==> src/dcd_pkg.sv <==
// Shared types and constants for the dwell click detector.
// No dependencies.
`default_nettype none

package dcd_pkg;

  // Sequencer states
  typedef enum logic [2:0] {
    S_IDLE,
    S_CALC,
    S_DECIDE,
    S_MUL,
    S_DIV,
    S_STEP,
    S_OUT
  } dcd_state_t;

  // Indicator action codes
  typedef enum logic [1:0] {
    ACT_NONE   = 2'd0,
    ACT_SHOW   = 2'd1,
    ACT_HIDE   = 2'd2,
    ACT_UPDATE = 2'd3
  } dcd_action_t;

  // Register indexes (byte address / 4)
  localparam logic [1:0] REG_ENABLED = 2'd0;
  localparam logic [1:0] REG_DWELL   = 2'd1;
  localparam logic [1:0] REG_SETTLE  = 2'd2;

  localparam int CFG_ADDR_BITS = 4;
  localparam int DELAY_BITS    = 14;
  localparam int SETTLE_BITS   = 3;
  localparam int PROG_BITS     = 10;
  localparam int NUM_BITS      = DELAY_BITS + PROG_BITS;

  localparam logic [DELAY_BITS-1:0]  DWELL_RESET  = 14'd1000;
  localparam logic [SETTLE_BITS-1:0] SETTLE_RESET = 3'd1;

  localparam int MOVE_THRESHOLD     = 5;
  localparam int UPDATE_INTERVAL_MS = 50;
  localparam int MIN_PROGRESS_STEP  = 30;
  localparam int PERMILLE_FULL      = 1000;
  localparam int MS_PER_SECOND      = 1000;

  // One quotient bit per step; quotient stays below 1024
  localparam logic [3:0] DIV_LAST = 4'(PROG_BITS - 1);

endpackage

`default_nettype wire

==> src/dwell_click_detector_unit.sv <==
// Dwell click detector, top level.
// Depends on dcd_pkg.
`default_nettype none

// Dwell click detector. Every input transfer yields exactly one result transfer.
// A sample (in_cmd = 0) carries a pointer position and a free-running millisecond
// tick; a hotkey (in_cmd = 1) toggles the armed flag. Moving more than 5 pixels
// on either axis re-anchors the position and time and hides the indicator. Held
// still while armed, the block shows the indicator after settle_seconds, then
// reports per-mille progress (at most every 50 ms, and after the first figure only
// on a change of 30 or more), and after settle time plus dwell_delay_ms emits one
// click per stop. An item is latched, then passes CALC and DECIDE; one that needs
// a progress figure goes on through MUL, DIV (the per-mille divide runs one
// quotient bit per cycle on a single shared subtractor) and STEP, and all reach
// OUT, which waits while the output register holds a stalled result. The input
// side stalls while an item is being worked; the result sits in an output
// register, so the next item may be taken while the last result waits.
// Registers (APB, 32-bit data, byte address 4*i, pready tied high):
//   0x0 enabled, 0x4 dwell_delay_ms (14 bits), 0x8 settle_seconds (3 bits).
// Write registers only while the block is idle.
module dwell_click_detector_unit
  import dcd_pkg::*;
#(
  parameter int COORD_BITS = 16
) (
  input  wire logic                         clk,
  input  wire logic                         rst_n,
  // input channel
  input  wire logic                         in_valid,
  output logic                              in_stall,
  input  wire logic                         in_cmd,
  input  wire logic signed [COORD_BITS-1:0] in_pos_x,
  input  wire logic signed [COORD_BITS-1:0] in_pos_y,
  input  wire logic        [31:0]           in_now_ms,
  // result channel
  output logic                              out_valid,
  input  wire logic                         out_stall,
  output logic                              out_click,
  output logic             [1:0]            out_indicator_action,
  output logic signed      [COORD_BITS-1:0] out_show_x,
  output logic signed      [COORD_BITS-1:0] out_show_y,
  output logic             [PROG_BITS-1:0]  out_progress_permille,
  // configuration
  input  wire logic                         psel,
  input  wire logic                         penable,
  input  wire logic                         pwrite,
  input  wire logic        [CFG_ADDR_BITS-1:0] paddr,
  input  wire logic        [31:0]           pwdata,
  output logic             [31:0]           prdata,
  output logic                              pready
);

  localparam int DW = COORD_BITS + 1;
  localparam logic signed [DW-1:0] MOVE_POS = DW'(MOVE_THRESHOLD);
  localparam logic signed [DW-1:0] MOVE_NEG = -DW'(MOVE_THRESHOLD);

  // ---------------------------------------------------------------------
  // Configuration registers
  // ---------------------------------------------------------------------
  logic                   enabled_r;
  logic [DELAY_BITS-1:0]  delay_r;
  logic [SETTLE_BITS-1:0] settle_r;
  logic                   cfg_wr;

  assign pready = 1'b1;
  assign cfg_wr = psel & penable & pwrite;

  always_ff @(posedge clk) begin
    if (!rst_n) begin
      enabled_r <= 1'b0;
      delay_r   <= DWELL_RESET;
      settle_r  <= SETTLE_RESET;
    end else if (cfg_wr) begin
      case (paddr[3:2])
        REG_ENABLED: enabled_r <= pwdata[0];
        REG_DWELL:   delay_r   <= pwdata[DELAY_BITS-1:0];
        REG_SETTLE:  settle_r  <= pwdata[SETTLE_BITS-1:0];
        default:     ;
      endcase
    end
  end

  always_comb begin
    case (paddr[3:2])
      REG_ENABLED: prdata = {31'd0, enabled_r};
      REG_DWELL:   prdata = {{(32-DELAY_BITS){1'b0}}, delay_r};
      REG_SETTLE:  prdata = {{(32-SETTLE_BITS){1'b0}}, settle_r};
      default:     prdata = 32'd0;
    endcase
  end

  // settle, total ms; user, not block, keeps both fixed while an item is worked
  logic [12:0] settle_ms;
  logic [14:0] total_ms;
  assign settle_ms = 13'(settle_r) * 13'(MS_PER_SECOND);
  assign total_ms  = 15'(settle_ms) + 15'(delay_r);

  // ---------------------------------------------------------------------
  // Sequencer and datapath registers
  // ---------------------------------------------------------------------
  dcd_state_t state_r, state_nxt;

  // latched item
  logic                  cmd_r;
  logic [COORD_BITS-1:0] px_r, py_r;
  logic [31:0]           now_r;

  // detector state
  logic                  primed_r, primed_nxt;
  logic                  armed_r, armed_nxt;
  logic                  fired_r, fired_nxt;
  logic                  ind_on_r, ind_on_nxt;
  logic                  lp_valid_r, lp_valid_nxt;   // clear = no progress shown
  logic [PROG_BITS-1:0]  lp_r, lp_nxt;
  logic [COORD_BITS-1:0] anchor_x_r, anchor_x_nxt;
  logic [COORD_BITS-1:0] anchor_y_r, anchor_y_nxt;
  logic [31:0]           anchor_t_r, anchor_t_nxt;
  logic [31:0]           last_upd_r, last_upd_nxt;

  // per-item intermediates
  logic [31:0]           elapsed_r;
  logic                  poll_ok_r;
  logic                  near_r;
  logic [DELAY_BITS-1:0] dwell_r, dwell_nxt;
  logic [DELAY_BITS-1:0] rem_r, rem_nxt;
  logic [PROG_BITS-1:0]  num_lo_r, num_lo_nxt;
  logic [PROG_BITS-1:0]  quo_r, quo_nxt;
  logic [3:0]            step_r, step_nxt;

  // pending result
  logic                  res_click_r, res_click_nxt;
  dcd_action_t           res_act_r, res_act_nxt;
  logic [COORD_BITS-1:0] res_sx_r, res_sx_nxt;
  logic [COORD_BITS-1:0] res_sy_r, res_sy_nxt;
  logic [PROG_BITS-1:0]  res_prog_r, res_prog_nxt;

  // output register
  logic                  out_valid_r;
  logic                  out_click_r;
  logic [1:0]            out_act_r;
  logic [COORD_BITS-1:0] out_sx_r, out_sy_r;
  logic [PROG_BITS-1:0]  out_prog_r;

  logic in_xfer, out_free;
  assign in_xfer  = in_valid & ~in_stall;
  assign out_free = ~out_valid_r | ~out_stall;

  // movement check against the anchor, one sign bit of headroom
  logic signed [DW-1:0] dx, dy;
  logic                 near_now;
  assign dx = $signed({px_r[COORD_BITS-1], px_r}) -
              $signed({anchor_x_r[COORD_BITS-1], anchor_x_r});
  assign dy = $signed({py_r[COORD_BITS-1], py_r}) -
              $signed({anchor_y_r[COORD_BITS-1], anchor_y_r});
  assign near_now = (dx <= MOVE_POS) && (dx >= MOVE_NEG) &&
                    (dy <= MOVE_POS) && (dy >= MOVE_NEG);

  // divider step: shared compare-and-subtract
  logic [DELAY_BITS:0] div_trial;
  logic                div_fits;
  assign div_trial = {rem_r, num_lo_r[PROG_BITS-1]};
  assign div_fits  = div_trial >= {1'b0, delay_r};

  // dwell * 1000 as shifts: x*1024 - x*16 - x*8
  logic [NUM_BITS-1:0] num;
  assign num = {dwell_r, {PROG_BITS{1'b0}}} - {6'd0, dwell_r, 4'd0} - {7'd0, dwell_r, 3'd0};

  // progress distance to the last figure shown
  logic signed [PROG_BITS:0] pdiff;
  logic                      step_big;
  assign pdiff    = $signed({1'b0, quo_r}) - $signed({1'b0, lp_r});
  assign step_big = (pdiff >= (PROG_BITS+1)'(MIN_PROGRESS_STEP)) ||
                    (pdiff <= -(PROG_BITS+1)'(MIN_PROGRESS_STEP));

  // ---------------------------------------------------------------------
  // Next state
  // ---------------------------------------------------------------------
  logic go_div;   // decision needs a progress figure

  always_comb begin
    state_nxt = state_r;
    case (state_r)
      S_IDLE:   if (in_xfer) state_nxt = S_CALC;
      S_CALC:   state_nxt = S_DECIDE;
      S_DECIDE: state_nxt = go_div ? S_MUL : S_OUT;
      S_MUL:    state_nxt = S_DIV;
      S_DIV:    if (step_r == DIV_LAST) state_nxt = S_STEP;
      S_STEP:   state_nxt = S_OUT;
      S_OUT:    if (out_free) state_nxt = S_IDLE;
      default:  state_nxt = S_IDLE;
    endcase
  end

  // ---------------------------------------------------------------------
  // Datapath
  // ---------------------------------------------------------------------
  always_comb begin
    primed_nxt    = primed_r;
    armed_nxt     = armed_r;
    fired_nxt     = fired_r;
    ind_on_nxt    = ind_on_r;
    lp_valid_nxt  = lp_valid_r;
    lp_nxt        = lp_r;
    anchor_x_nxt  = anchor_x_r;
    anchor_y_nxt  = anchor_y_r;
    anchor_t_nxt  = anchor_t_r;
    last_upd_nxt  = last_upd_r;
    dwell_nxt     = dwell_r;
    rem_nxt       = rem_r;
    num_lo_nxt    = num_lo_r;
    quo_nxt       = quo_r;
    step_nxt      = step_r;
    res_click_nxt = res_click_r;
    res_act_nxt   = res_act_r;
    res_sx_nxt    = res_sx_r;
    res_sy_nxt    = res_sy_r;
    res_prog_nxt  = res_prog_r;
    go_div        = 1'b0;

    case (state_r)
      S_DECIDE: begin
        res_click_nxt = 1'b0;
        res_act_nxt   = ACT_NONE;
        res_sx_nxt    = '0;
        res_sy_nxt    = '0;
        res_prog_nxt  = '0;
        if (cmd_r) begin
          // hotkey: toggle armed, hide when that leaves the block inactive
          armed_nxt = ~armed_r;
          if (armed_r || !enabled_r) begin
            res_act_nxt  = ACT_HIDE;
            ind_on_nxt   = 1'b0;
            lp_valid_nxt = 1'b0;
          end
        end else if (!enabled_r) begin
          if (ind_on_r) begin
            res_act_nxt  = ACT_HIDE;
            ind_on_nxt   = 1'b0;
            lp_valid_nxt = 1'b0;
          end
        end else if (!primed_r) begin
          primed_nxt   = 1'b1;
          anchor_x_nxt = px_r;
          anchor_y_nxt = py_r;
          anchor_t_nxt = now_r;
          fired_nxt    = 1'b0;
        end else if (!near_r) begin
          // moved: re-anchor
          anchor_x_nxt = px_r;
          anchor_y_nxt = py_r;
          anchor_t_nxt = now_r;
          fired_nxt    = 1'b0;
          if (ind_on_r) res_act_nxt = ACT_HIDE;
          ind_on_nxt   = 1'b0;
          lp_valid_nxt = 1'b0;
        end else if (armed_r && !fired_r) begin
          if (elapsed_r >= 32'(total_ms)) begin
            if (ind_on_r) res_act_nxt = ACT_HIDE;
            ind_on_nxt    = 1'b0;
            lp_valid_nxt  = 1'b0;
            res_click_nxt = 1'b1;
            fired_nxt     = 1'b1;
          end else if (elapsed_r >= 32'(settle_ms)) begin
            if (!ind_on_r) begin
              lp_valid_nxt = 1'b0;
              ind_on_nxt   = 1'b1;
              last_upd_nxt = now_r;
              res_act_nxt  = ACT_SHOW;
              res_sx_nxt   = px_r;
              res_sy_nxt   = py_r;
            end else if (poll_ok_r) begin
              // here elapsed < settle + delay, so the dwell fits the delay width
              dwell_nxt = DELAY_BITS'(elapsed_r - 32'(settle_ms));
              go_div    = 1'b1;
            end
          end
        end else if (ind_on_r) begin
          res_act_nxt  = ACT_HIDE;
          ind_on_nxt   = 1'b0;
          lp_valid_nxt = 1'b0;
        end
      end

      S_MUL: begin
        // numerator < delay * 1024, so the upper part is already a remainder
        rem_nxt    = num[NUM_BITS-1:PROG_BITS];
        num_lo_nxt = num[PROG_BITS-1:0];
        quo_nxt    = '0;
        step_nxt   = '0;
      end

      S_DIV: begin
        rem_nxt    = div_fits ? DELAY_BITS'(div_trial - {1'b0, delay_r})
                              : div_trial[DELAY_BITS-1:0];
        quo_nxt    = {quo_r[PROG_BITS-2:0], div_fits};
        num_lo_nxt = {num_lo_r[PROG_BITS-2:0], 1'b0};
        step_nxt   = step_r + 4'd1;
      end

      S_STEP: begin
        if (!lp_valid_r || step_big) begin
          res_act_nxt  = ACT_UPDATE;
          res_prog_nxt = quo_r;
          lp_nxt       = quo_r;
          lp_valid_nxt = 1'b1;
          last_upd_nxt = now_r;
        end
      end

      default: ;
    endcase
  end

  // ---------------------------------------------------------------------
  // Registers
  // ---------------------------------------------------------------------
  always_ff @(posedge clk) begin
    if (!rst_n) begin
      state_r     <= S_IDLE;
      primed_r    <= 1'b0;
      armed_r     <= 1'b1;
      fired_r     <= 1'b0;
      ind_on_r    <= 1'b0;
      lp_valid_r  <= 1'b0;
      anchor_x_r  <= '0;
      anchor_y_r  <= '0;
      anchor_t_r  <= '0;
      last_upd_r  <= '0;
      out_valid_r <= 1'b0;
    end else begin
      state_r     <= state_nxt;
      primed_r    <= primed_nxt;
      armed_r     <= armed_nxt;
      fired_r     <= fired_nxt;
      ind_on_r    <= ind_on_nxt;
      lp_valid_r  <= lp_valid_nxt;
      anchor_x_r  <= anchor_x_nxt;
      anchor_y_r  <= anchor_y_nxt;
      anchor_t_r  <= anchor_t_nxt;
      last_upd_r  <= last_upd_nxt;
      if (state_r == S_OUT && out_free) begin
        out_valid_r <= 1'b1;
      end else if (!out_stall) begin
        out_valid_r <= 1'b0;
      end
    end
  end

  // payload registers, no reset
  always_ff @(posedge clk) begin
    if (in_xfer) begin
      cmd_r <= in_cmd;
      px_r  <= in_pos_x;
      py_r  <= in_pos_y;
      now_r <= in_now_ms;
    end
    if (state_r == S_CALC) begin
      elapsed_r <= now_r - anchor_t_r;
      poll_ok_r <= (now_r - last_upd_r) >= 32'(UPDATE_INTERVAL_MS);
      near_r    <= near_now;
    end
    lp_r        <= lp_nxt;
    dwell_r     <= dwell_nxt;
    rem_r       <= rem_nxt;
    num_lo_r    <= num_lo_nxt;
    quo_r       <= quo_nxt;
    step_r      <= step_nxt;
    res_click_r <= res_click_nxt;
    res_act_r   <= res_act_nxt;
    res_sx_r    <= res_sx_nxt;
    res_sy_r    <= res_sy_nxt;
    res_prog_r  <= res_prog_nxt;
    if (state_r == S_OUT && out_free) begin
      out_click_r <= res_click_r;
      out_act_r   <= res_act_r;
      out_sx_r    <= res_sx_r;
      out_sy_r    <= res_sy_r;
      out_prog_r  <= res_prog_r;
    end
  end

  // ---------------------------------------------------------------------
  // Outputs
  // ---------------------------------------------------------------------
  assign in_stall              = (state_r != S_IDLE);
  assign out_valid             = out_valid_r;
  assign out_click             = out_click_r;
  assign out_indicator_action  = out_act_r;
  assign out_show_x            = out_sx_r;
  assign out_show_y            = out_sy_r;
  assign out_progress_permille = out_prog_r;

endmodule

`default_nettype wire

==> config.mk <==
export PLATFORM = sky130hd
export DESIGN_NAME = dwell_click_detector_unit
export DESIGN_NICKNAME = d
export VERILOG_FILES = /design/src/dcd_pkg.sv /design/src/dwell_click_detector_unit.sv
export SDC_FILE = /design/constraint.sdc
export NUM_CORES = 1
export LEC_CHECK = 0
export BUFFER_PORTS_ARGS = -buffer_cell sky130_fd_sc_hd__buf_2
export CELL_PAD_IN_SITES_DETAIL_PLACEMENT = 1
export CELL_PAD_IN_SITES_GLOBAL_PLACEMENT = 2
export CORE_UTILIZATION = 39
export CTS_CLUSTER_DIAMETER = 30
export DETAILED_ROUTE_END_ITERATION = 8
export GPL_ROUTABILITY_DRIVEN = 0
export HOLD_SLACK_MARGIN = 0.05
export PLACE_DENSITY = 0.81
export REMOVE_ABC_BUFFERS = 1
export SETUP_SLACK_MARGIN = 0.5
export SYNTH_ARGS = -nofsm -noshare
export SYNTH_HDL_FRONTEND = slang
export SYNTH_SLANG_ARGS = --single-unit
==> constraint.sdc <==
create_clock -name clk -period 7.54 [get_ports clk]
set_clock_uncertainty 0.05 [all_clocks]
set_input_delay 1.131 -clock clk [delete_from_list [all_inputs] [get_ports clk]]
set_output_delay 1.131 -clock clk [all_outputs]
set_load 0.02 [all_outputs]
==> results.ini, run 1 <==
[synthesis]
synth_fa_ha_area_frac = 0.124
synthDistinctLibCells = 92
synth_compound_area_frac = 0.168
synthArstFlopShare = 0
synth_area_leaders = edfxtp_1 (33%), dfxtp_1 (11%), ha_1 (11%), nand2_1 (4.6%), inv_1 (3.7%)
synth_warnings = 0
yosysMostFrequentCell = nand2_1
netlist_area_um2 = 22300
synth_cells = 2294
ys_ff_latch = 371
ys.flop_type = edfxtp_1
synth_top_area_frac = 0.334
synthSimpleGateAreaFrac = 0.154
synth_common_cells = nand2_1 (272), edfxtp_1 (248), inv_1 (220)
synth_top_family_by_area = compound AO/OA/AOI/OAI gates
synth_edf_count = 248
synthXorXnorAreaFrac = 0.0433
yosysSeqAreaShare = 0.445
syn_avg_cell_area_um2 = 9.71
synth.largest_area_cell = edfxtp_1
synthMuxAreaShare = 0.00725

[place]
dp_slack_ps = 966
port_buffers = 148
place_hpwl_mm = 43.0

[worst_setup_path]
cp.required_ps = 8020
reg2reg_to = last_upd_r[1]
rr_worst_depth = 23
crit_path_top_delay_cell = fa_1
crit_start = settle_r[1]
cp_cell_sequence = fa_1 > inv_1 > fa_1 > fa_1 > inv_1 > ha_1 > o21a_1 > o21ai_0 > nand2b_1 > a21oi_1 > o21bai_1 > a21oi_1 > xnor2_1 > ha_1 > nor2b_1 > a21o_1 > a211oi_1 > nand2_1 > a21oi_1 > and4b_1 > a21o_4 > nand3_1 > o21ai_1
reg2reg_from = settle_r[1]
crit_path_start_kind = flip-flop
rrSetupSlack_ps = 1290
critPathArrivalTime_ps = 6730
worst_setup_path_end_kind = flip-flop
crit_path_end = last_upd_r[1]
cp_max_fo = 64
crit_cells = 23
crit_family = compound AO/OA/AOI/OAI gates
slowest_delay_ps = 630
crit_type = flip-flop to flip-flop
path_buf_inv = 2

[cts]
postCtsSetupRepairBufs = 0
htreeDepth = 3
cts.path.max_buffers = 3
cts_hold_buffers = 0
cts_tree = done
post_cts_resize_count = 0
path_clk_slew_ps = 50
clk_latency_ps = 620
cts-root-buf = clkbuf_16
cts_buffers = 90
cts_sinks = 371

[timing]
hold_viol_final = 0
finalSetupTns_ps = 0
period_share = 0.829
fmax_ghz = 0.160
fin_crit_ps = 6250
setup_ws_ps = 1290
relSlewSlack = 0.232
setup_viol = 0
tightestPinTransition_ps = 1150
rsz0062_at_grt = false
slew_viol_final = 0

[power]
p_seq_frac = 0.333
combPwrFrac = 0.111
p_sw_uw = 1800
swShare = 0.254
p_per_area_nw_per_um2 = 264
p_int_uw = 5290
leakagePower_uw = 0.0106
power_uw = 7090
clkPwrFrac = 0.555
peakVddDrop_mv = 0.152

[finish]
nets = 2792
drive_gt1_frac = 0.140
syn_to_final_growth_pct = 20.5

[route]
drt-total-wl_mm = 58.4
routed-via-count = 17100
viasPerCell = 5.18
drt_first_pass_iters = 4
route.detailed.drc = 0
ant_nets = 0
drt_iter0_drc = 698
wl_per_cell_um = 17.7

[grt]
grt_pass1_vias = 18200
antenna_found_initial = 0
grt_pass1_wl_mm = 93.8
track_usage = 0.204
grt_max_degree = 110
grt_overflow_total = 0

[min_path]
hold_path.class = flip-flop to flip-flop

[floorplan]
core_area_um2 = 56400
io_pins = 188
num_rows = 87
dieArea_um2 = 58100
die_w_um = 241
initial_core_util = 0.395
die_h_um = 241

[status]
outcome = finished, final reports clean

[run]
drv_cap = 0

## power by group through the flow
stage	registers [uW]	clock network [uW]	logic, uW
4_1_cts	2370	4010	795
3_5_place_dp	2400	0	787
3_3_place_gp	2400	0	759
5_1_grt	2370	4120	882
6_report	2360	3940	790
2_1_floorplan	2370	0	564
## area by class of cell
class / count / area, um^2
tap: 756 / 946
multi-input combinational: 1629 / 11200
timing repair buffer: 161 / 841
fill: 6393 / 29500
sequential: 371 / 9910
inverter: 221 / 830
clock inverter: 67 / 749
clock buffer: 102 / 2390
antenna: 1 / 2.50
## through the flow
stage / hold WS [ps] / util / area [um^2] / cells
after floorplan: 350 / - / 21900 / 2221
after global placement: 353 / 0.420 / 23700 / 3138
after detailed placement: 355 / 0.420 / 23700 / 3138
after CTS: 357 / 0.476 / 26800 / 3307
after global routing: 368 / 0.476 / 26800 / 3307
final: 361 / 0.476 / 26800 / 3308
## cell usage in the layout (no fill, tap or decap), drive strengths merged, types with 23 or more instances in the layout
cell type and count:
and2 50, clkinv 36, nor2b 36, inv 231, dfxtp 123, nand2b 30, buf 161, nor3 45
a21o 55, clkbuf 102, o21a 23, edfxtp 248, ha 191, nor2 108, nand3 65, xnor2 69
xor2 41, a21oi 146, o21ai 115, and3 31, nand2 273, a21boi 89
## routing by layer
layer	part of all wire	global-route usage
met2	0.49	0.358
met5	0	0
met3	0.027	0.0283
met4	0.027	0.0819
met1	0.46	0.252
## flip-flops by register name, indices dropped and copies added (netlist names), 4 cells and up
name,cells
anchor_t_r,32
anchor_x_r,16
anchor_y_r,16
delay_r,14
dwell_r,14
elapsed_r,32
last_upd_r,32
lp_r,10
now_r,32
num_lo_r,7
out_progress_permille,10
out_show_x,16
out_show_y,16
px_r,16
py_r,16
quo_r,10
rem_r,14
res_prog_r,10
res_sx_r,16
res_sy_r,16
step_r,4
## cells by family (layout without fill, tap and decap cells)
| kind of cell | count (synthesis) | count (layout) |
|---|---|---|
| and+or+nand+nor | 711 | 711 |
| AOI/OAI and AO/OA | 563 | 563 |
| DFF | 371 | 371 |
| buffers and inverters | 311 | 551 |
| adders and majority gates | 210 | 210 |
| xor gates and xnor gates | 110 | 110 |
| muxes | 16 | 16 |
| other | 2 | 20 |
## how the worst min path moves through the flow
stage / start / endpoint / slack (ps) / cells past startpoint
after floorplan: res_click_r / out_click / 350 / 0
after global placement: res_sx_r[5] / out_show_x[5] / 350 / 0
after detailed placement: res_sy_r[4] / out_show_y[4] / 360 / 0
after CTS: res_prog_r[5] / out_progress_permille[5] / 360 / 0
after global routing: res_prog_r[5] / out_progress_permille[5] / 370 / 0
final: res_prog_r[5] / out_progress_permille[5] / 360 / 0
No activity file was read; power rests on OpenSTA's default activity.
==> run 2, diff against run 1 <==
==> constraint.sdc (replaced) <==
create_clock -name clk -period 6.4 [get_ports clk]
set_clock_uncertainty 0.05 [all_clocks]
set_input_delay 0.96 -clock clk [delete_from_list [all_inputs] [get_ports clk]]
set_output_delay 0.96 -clock clk [all_outputs]
set_load 0.02 [all_outputs]
==> run 2 against run 1 <==
Against the previous run:
- largest cell class unchanged
- worst setup slack got worse by 450 ps
- design area increased by 0.21%
- highest routed layer unchanged
- clock-buffer cell count up 16
- utilization increased by 0.098 points
- power grew 16%
- cell count grew 0.21%
- wire length grew 0.65%
==> results.ini, run 2 (synthesis results as in run 1) <==
[status]
outcome = finished, final reports clean

[grt]
antenna_found_initial = 0
grt_overflow_total = 0
grt_pass1_wl_mm = 94.2
track_usage = 0.205
grt_max_degree = 90
grt_pass1_vias = 18100

[min_path]
hp-start = res_sy_r[5]
hold_path.class = flip-flop to flip-flop
hold-path-cell-count = 0
holdPathEnd = out_show_y[5]

[worst_setup_path]
reg2reg_from = settle_r[0]
critPathArrivalTime_ps = 6010
crit_type = flip-flop to flip-flop
crit_start = settle_r[0]
worst_setup_path_end_kind = flip-flop
reg2reg_to = last_upd_r[22]
cp_max_fo = 16
rr_worst_depth = 23
cp.required_ps = 6840
rrSetupSlack_ps = 840
crit_path_start_kind = flip-flop

[finish]
final_cells = 3315
drive_gt1_frac = 0.143
final_common_cell = nand2_1
nets = 2800
final_cell_mix = nand2_1 (271), edfxtp_1 (248), inv_1 (220)
syn_to_final_growth_pct = 20.8
antenna_cells = 0
final_core_util = 0.477

[floorplan]
initial_core_util = 0.395
die_w_um = 241
die_h_um = 241
num_rows = 87
io_pins = 188
dieArea_um2 = 58100
core_area_um2 = 56400

[power]
p_per_area_nw_per_um2 = 306
p_seq_frac = 0.339
power_uw = 8220
p_sw_uw = 2090
leakagePower_uw = 0.0105
p_int_uw = 6130
peakVddDrop_mv = 0.177
combPwrFrac = 0.114
swShare = 0.255
clkPwrFrac = 0.547

[route]
route.detailed.drc = 0
drt-total-wl_mm = 58.8
wl_per_cell_um = 17.7
ant_nets = 0
routed-via-count = 17100
drt_first_pass_iters = 7
drt_iter0_drc = 716
viasPerCell = 5.17

[cts]
path_clk_slew_ps = 40
cts_sinks = 371
cts.path.max_buffers = 3
clk_latency_ps = 620
cts_tree = done
cts-root-buf = clkbuf_16
htreeDepth = 3
cts_buffers = 92

[place]
port_buffers = 148
place_hpwl_mm = 42.9
dp_cells = 3140

[timing]
finalSetupTns_ps = 0
period_share = 0.869
slew_viol_final = 0
setup_viol = 0
fmax_ghz = 0.180
tightestPinTransition_ps = 1150
hold_viol_final = 0
rsz0062_at_grt = false
fin_crit_ps = 5560
relSlewSlack = 0.227

[run]
drv_cap = 0

run 2: repair_timing:
action                                  4_1_cts  5_1_grt
gates resized for setup                       8        7
pin swaps                                     0        2
endpoints found under the setup margin       79       81
buffers inserted                              0        2
gates cloned                                  1        1
hold buffers                                  0        0
endpoints found under the hold margin         0        0
run 2: final cells by class:
type / instances / area, um^2
Fill cell: 6365 / 29500
Multi-Input combinational cell: 1629 / 11200
Sequential cell: 371 / 9910
Clock buffer: 118 / 2530
Tap cell: 756 / 946
Timing Repair Buffer: 167 / 943
Inverter: 221 / 830
Clock inverter: 53 / 528
run 2: worst max path at each step:
stage,endpoint,slack [ps],cells after the start
3_5_place_dp,dwell_r[9],350,23
2_1_floorplan,last_upd_r[0],80,23
4_1_cts,last_upd_r[24],550,25
3_3_place_gp,dwell_r[10],570,23
6_report,last_upd_r[22],840,23
5_1_grt,last_upd_r[1],510,25
run 2: stage by stage:
stage	area, um^2	setup slack [ps]	hold WS (ps)
after floorplan	21900	81.2	350
after global placement	23700	567	353
after detailed placement	23700	346	355
after CTS	26800	547	366
after global routing	26900	511	368
final	26900	836	364
run 2: power by group through the flow:
stage | clock network (uW) | logic [uW] | registers [uW]
final | 4500 | 938 | 2790
after global routing | 4710 | 1050 | 2790
after CTS | 4600 | 942 | 2790
after global placement | 0 | 898 | 2820
after floorplan | 0 | 664 | 2800
after detailed placement | 0 | 926 | 2830
run 2: routing by layer:
layer  GRT usage  wire, um
met3      0.0297      1920
met1       0.261     26800
met5           0         0
met2       0.354     28800
met4      0.0710      1260
run 2: critical path, cell delays in order, from the launching register on:
cell	delay [ps]
dfxtp_2	360
fa_1	570
inv_1	100
fa_1	470
fa_1	530
inv_1	50
ha_1	280
o21a_1	130
o21ai_2	150
nand2b_1	90
a21oi_2	170
o21bai_1	90
a21oi_1	190
xnor2_1	110
ha_1	280
nor2b_1	180
nand3_1	150
a2111oi_2	420
a21oi_4	130
and4b_2	270
a21o_4	270
clkbuf_16	200
nand3_1	90
o21ai_1	70
==> run 3, diff against run 2 <==
--- a/config.mk
+++ b/config.mk
@@ -12,8 +12,10 @@
 export CTS_CLUSTER_DIAMETER = 30
 export DETAILED_ROUTE_END_ITERATION = 8
 export GPL_ROUTABILITY_DRIVEN = 0
+export GPL_TIMING_DRIVEN = 0
 export HOLD_SLACK_MARGIN = 0.05
 export PLACE_DENSITY = 0.81
+export RECOVER_POWER = 50
 export REMOVE_ABC_BUFFERS = 1
 export SETUP_SLACK_MARGIN = 0.5
 export SYNTH_ARGS = -nofsm -noshare
==> run 3 against run 2 <==
Against the previous run:
- the run now ends with max-capacitance violations, max-slew violations left
- design area increased by 0.48%
- sequential cell count unchanged
- die area unchanged
- non-clock buffer count increased by 5
- first-iteration DRC count decreased by 20%
- sequential power about the same
- sequential share of layout area decreased by 0.16 points
- worst setup slack got worse by 210 ps
- clock-buffer cell count decreased by 16
- hold slack got worse by 5.9 ps
- combinational power about the same
- critical path type unchanged
==> results.ini, run 3 (synthesis results as in run 1) <==
[worst_setup_path]
crit_path_top_delay_cell = fa_2
crit_family = adder cells
critPathArrivalTime_ps = 6060
crit_path_start_kind = flip-flop
cp_max_fo = 7
slowest_delay_ps = 640
cp_cell_sequence = fa_2 > inv_1 > fa_2 > fa_1 > inv_1 > ha_1 > o21a_1 > o21ai_2 > nand2b_1 > a21oi_2 > o21bai_1 > a21oi_1 > xnor2_1 > ha_1 > nor2b_1 > a21o_1 > a211oi_2 > nand2_1 > a21oi_4 > and3_4 > nand3_2 > nor3_4 > buf_6
path_buf_inv = 3
crit_type = flip-flop to flip-flop
worst_setup_path_end_kind = flip-flop
cp.required_ps = 6680

[finish]
antenna_cells = 0
final_cells = 3323
nets = 2806
final_common_cell = nand2_1
syn_to_final_growth_pct = 21.4
final_cell_mix = nand2_1 (269), edfxtp_1 (248), inv_1 (220)
drive_gt1_frac = 0.127
fin_area_um2 = 27000

[timing]
slew_viol_final = 32
period_share = 0.902
fin_hold_ws_ps = 358
fin_crit_ps = 5770
tightestPinTransition_ps = 2000
setup_ws_ps = 626
fmax_ghz = 0.173
rsz0062_at_grt = false
hold_viol_final = 0
setup_viol = 0
relSlewSlack = -0.333

[power]
leakagePower_uw = 0.0105
p_per_area_nw_per_um2 = 312
peakVddDrop_mv = 0.192

[grt]
antenna_found_initial = 1
grt_pass1_vias = 18000
grt_pass1_wl_mm = 95.1
grt_max_degree = 122
track_usage = 0.209
grt_overflow_total = 0

[cts]
cts_buffers = 91
htreeDepth = 3
clk_latency_ps = 640
cts.path.max_buffers = 3
cts-root-buf = clkbuf_16
path_clk_slew_ps = 50
cts_tree = done
cts_hold_buffers = 0
cts_sinks = 371

[min_path]
hold_path.class = flip-flop to flip-flop

[place]
port_buffers = 148
dp_cells = 3140
place_hpwl_mm = 43.2
place_area_um2 = 23800
dp_slack_ps = -646

[floorplan]
dieArea_um2 = 58100
io_pins = 188
die_h_um = 241
initial_core_util = 0.395
core_area_um2 = 56400
num_rows = 87
die_w_um = 241

[route]
wl_per_cell_um = 18.1
top_layer_used = met5
routed-wl-met3_mm = 2.06
drt-met1-wl_mm = 27.5
wl_met2_mm = 29.2
drt_iter0_drc = 576
drt-total-wl_mm = 60.3
route.detailed.drc = 0
routed-via-count = 17200
drt_first_pass_iters = 5
ant_nets = 0
viasPerCell = 5.18

[status]
violations = max-capacitance violations, max-slew violations
outcome = finished with violations

[run]
drv_cap = 1

run 3: final timing paths:
check,startpoint,endpoint,slack (ps),cells past startpoint
hold / removal,res_sx_r[9],out_show_x[9],360,0
setup / recovery,settle_r[2],dwell_r[2],630,23
hold reg to reg,res_sx_r[9],out_show_x[9],360,0
setup reg to reg,settle_r[2],dwell_r[2],630,23
run 3: area by class of cell:
cell class,instances,area [um^2]
clock buffer,102,2350
clock inverter,70,835
fill,6359,29400
inverter,221,830
multi-input combinational,1631,11200
sequential,371,9920
tap,756,946
timing repair buffer,172,911
run 3: where the power goes:
group | switching, uW | total, uW | internal [uW]
combinational | 568 | 935 | 367
sequential | 92.8 | 2790 | 2700
clock | 1520 | 4710 | 3180
run 3: through the flow:
step / setup TNS, ps / total power [uW] / util
global placement: -272890 / 3720 / 0.418
floorplan: 0 / 3460 / -
detailed placement: -17400 / 3770 / 0.423
finish: 0 / 8430 / 0.479
global route: 0 / 8760 / 0.479
CTS: 0 / 8540 / 0.480
run 3: what timing repair did:
action                                  CTS  global route
setup buffers                             2             5
pin swaps                                 2             6
gates resized for setup                  11            15
endpoints found under the setup margin   81            82
gates cloned                              2             2
run 3: per-layer routing:
| metal | vias to the layer above | track usage |
|---|---|---|
| li1 | 8504 | - |
| met1 | 8350 | 0.263 |
| met2 | 254 | 0.357 |
| met3 | 93 | 0.0371 |
| met4 | 2 | 0.0758 |
| met5 | - | 0 |
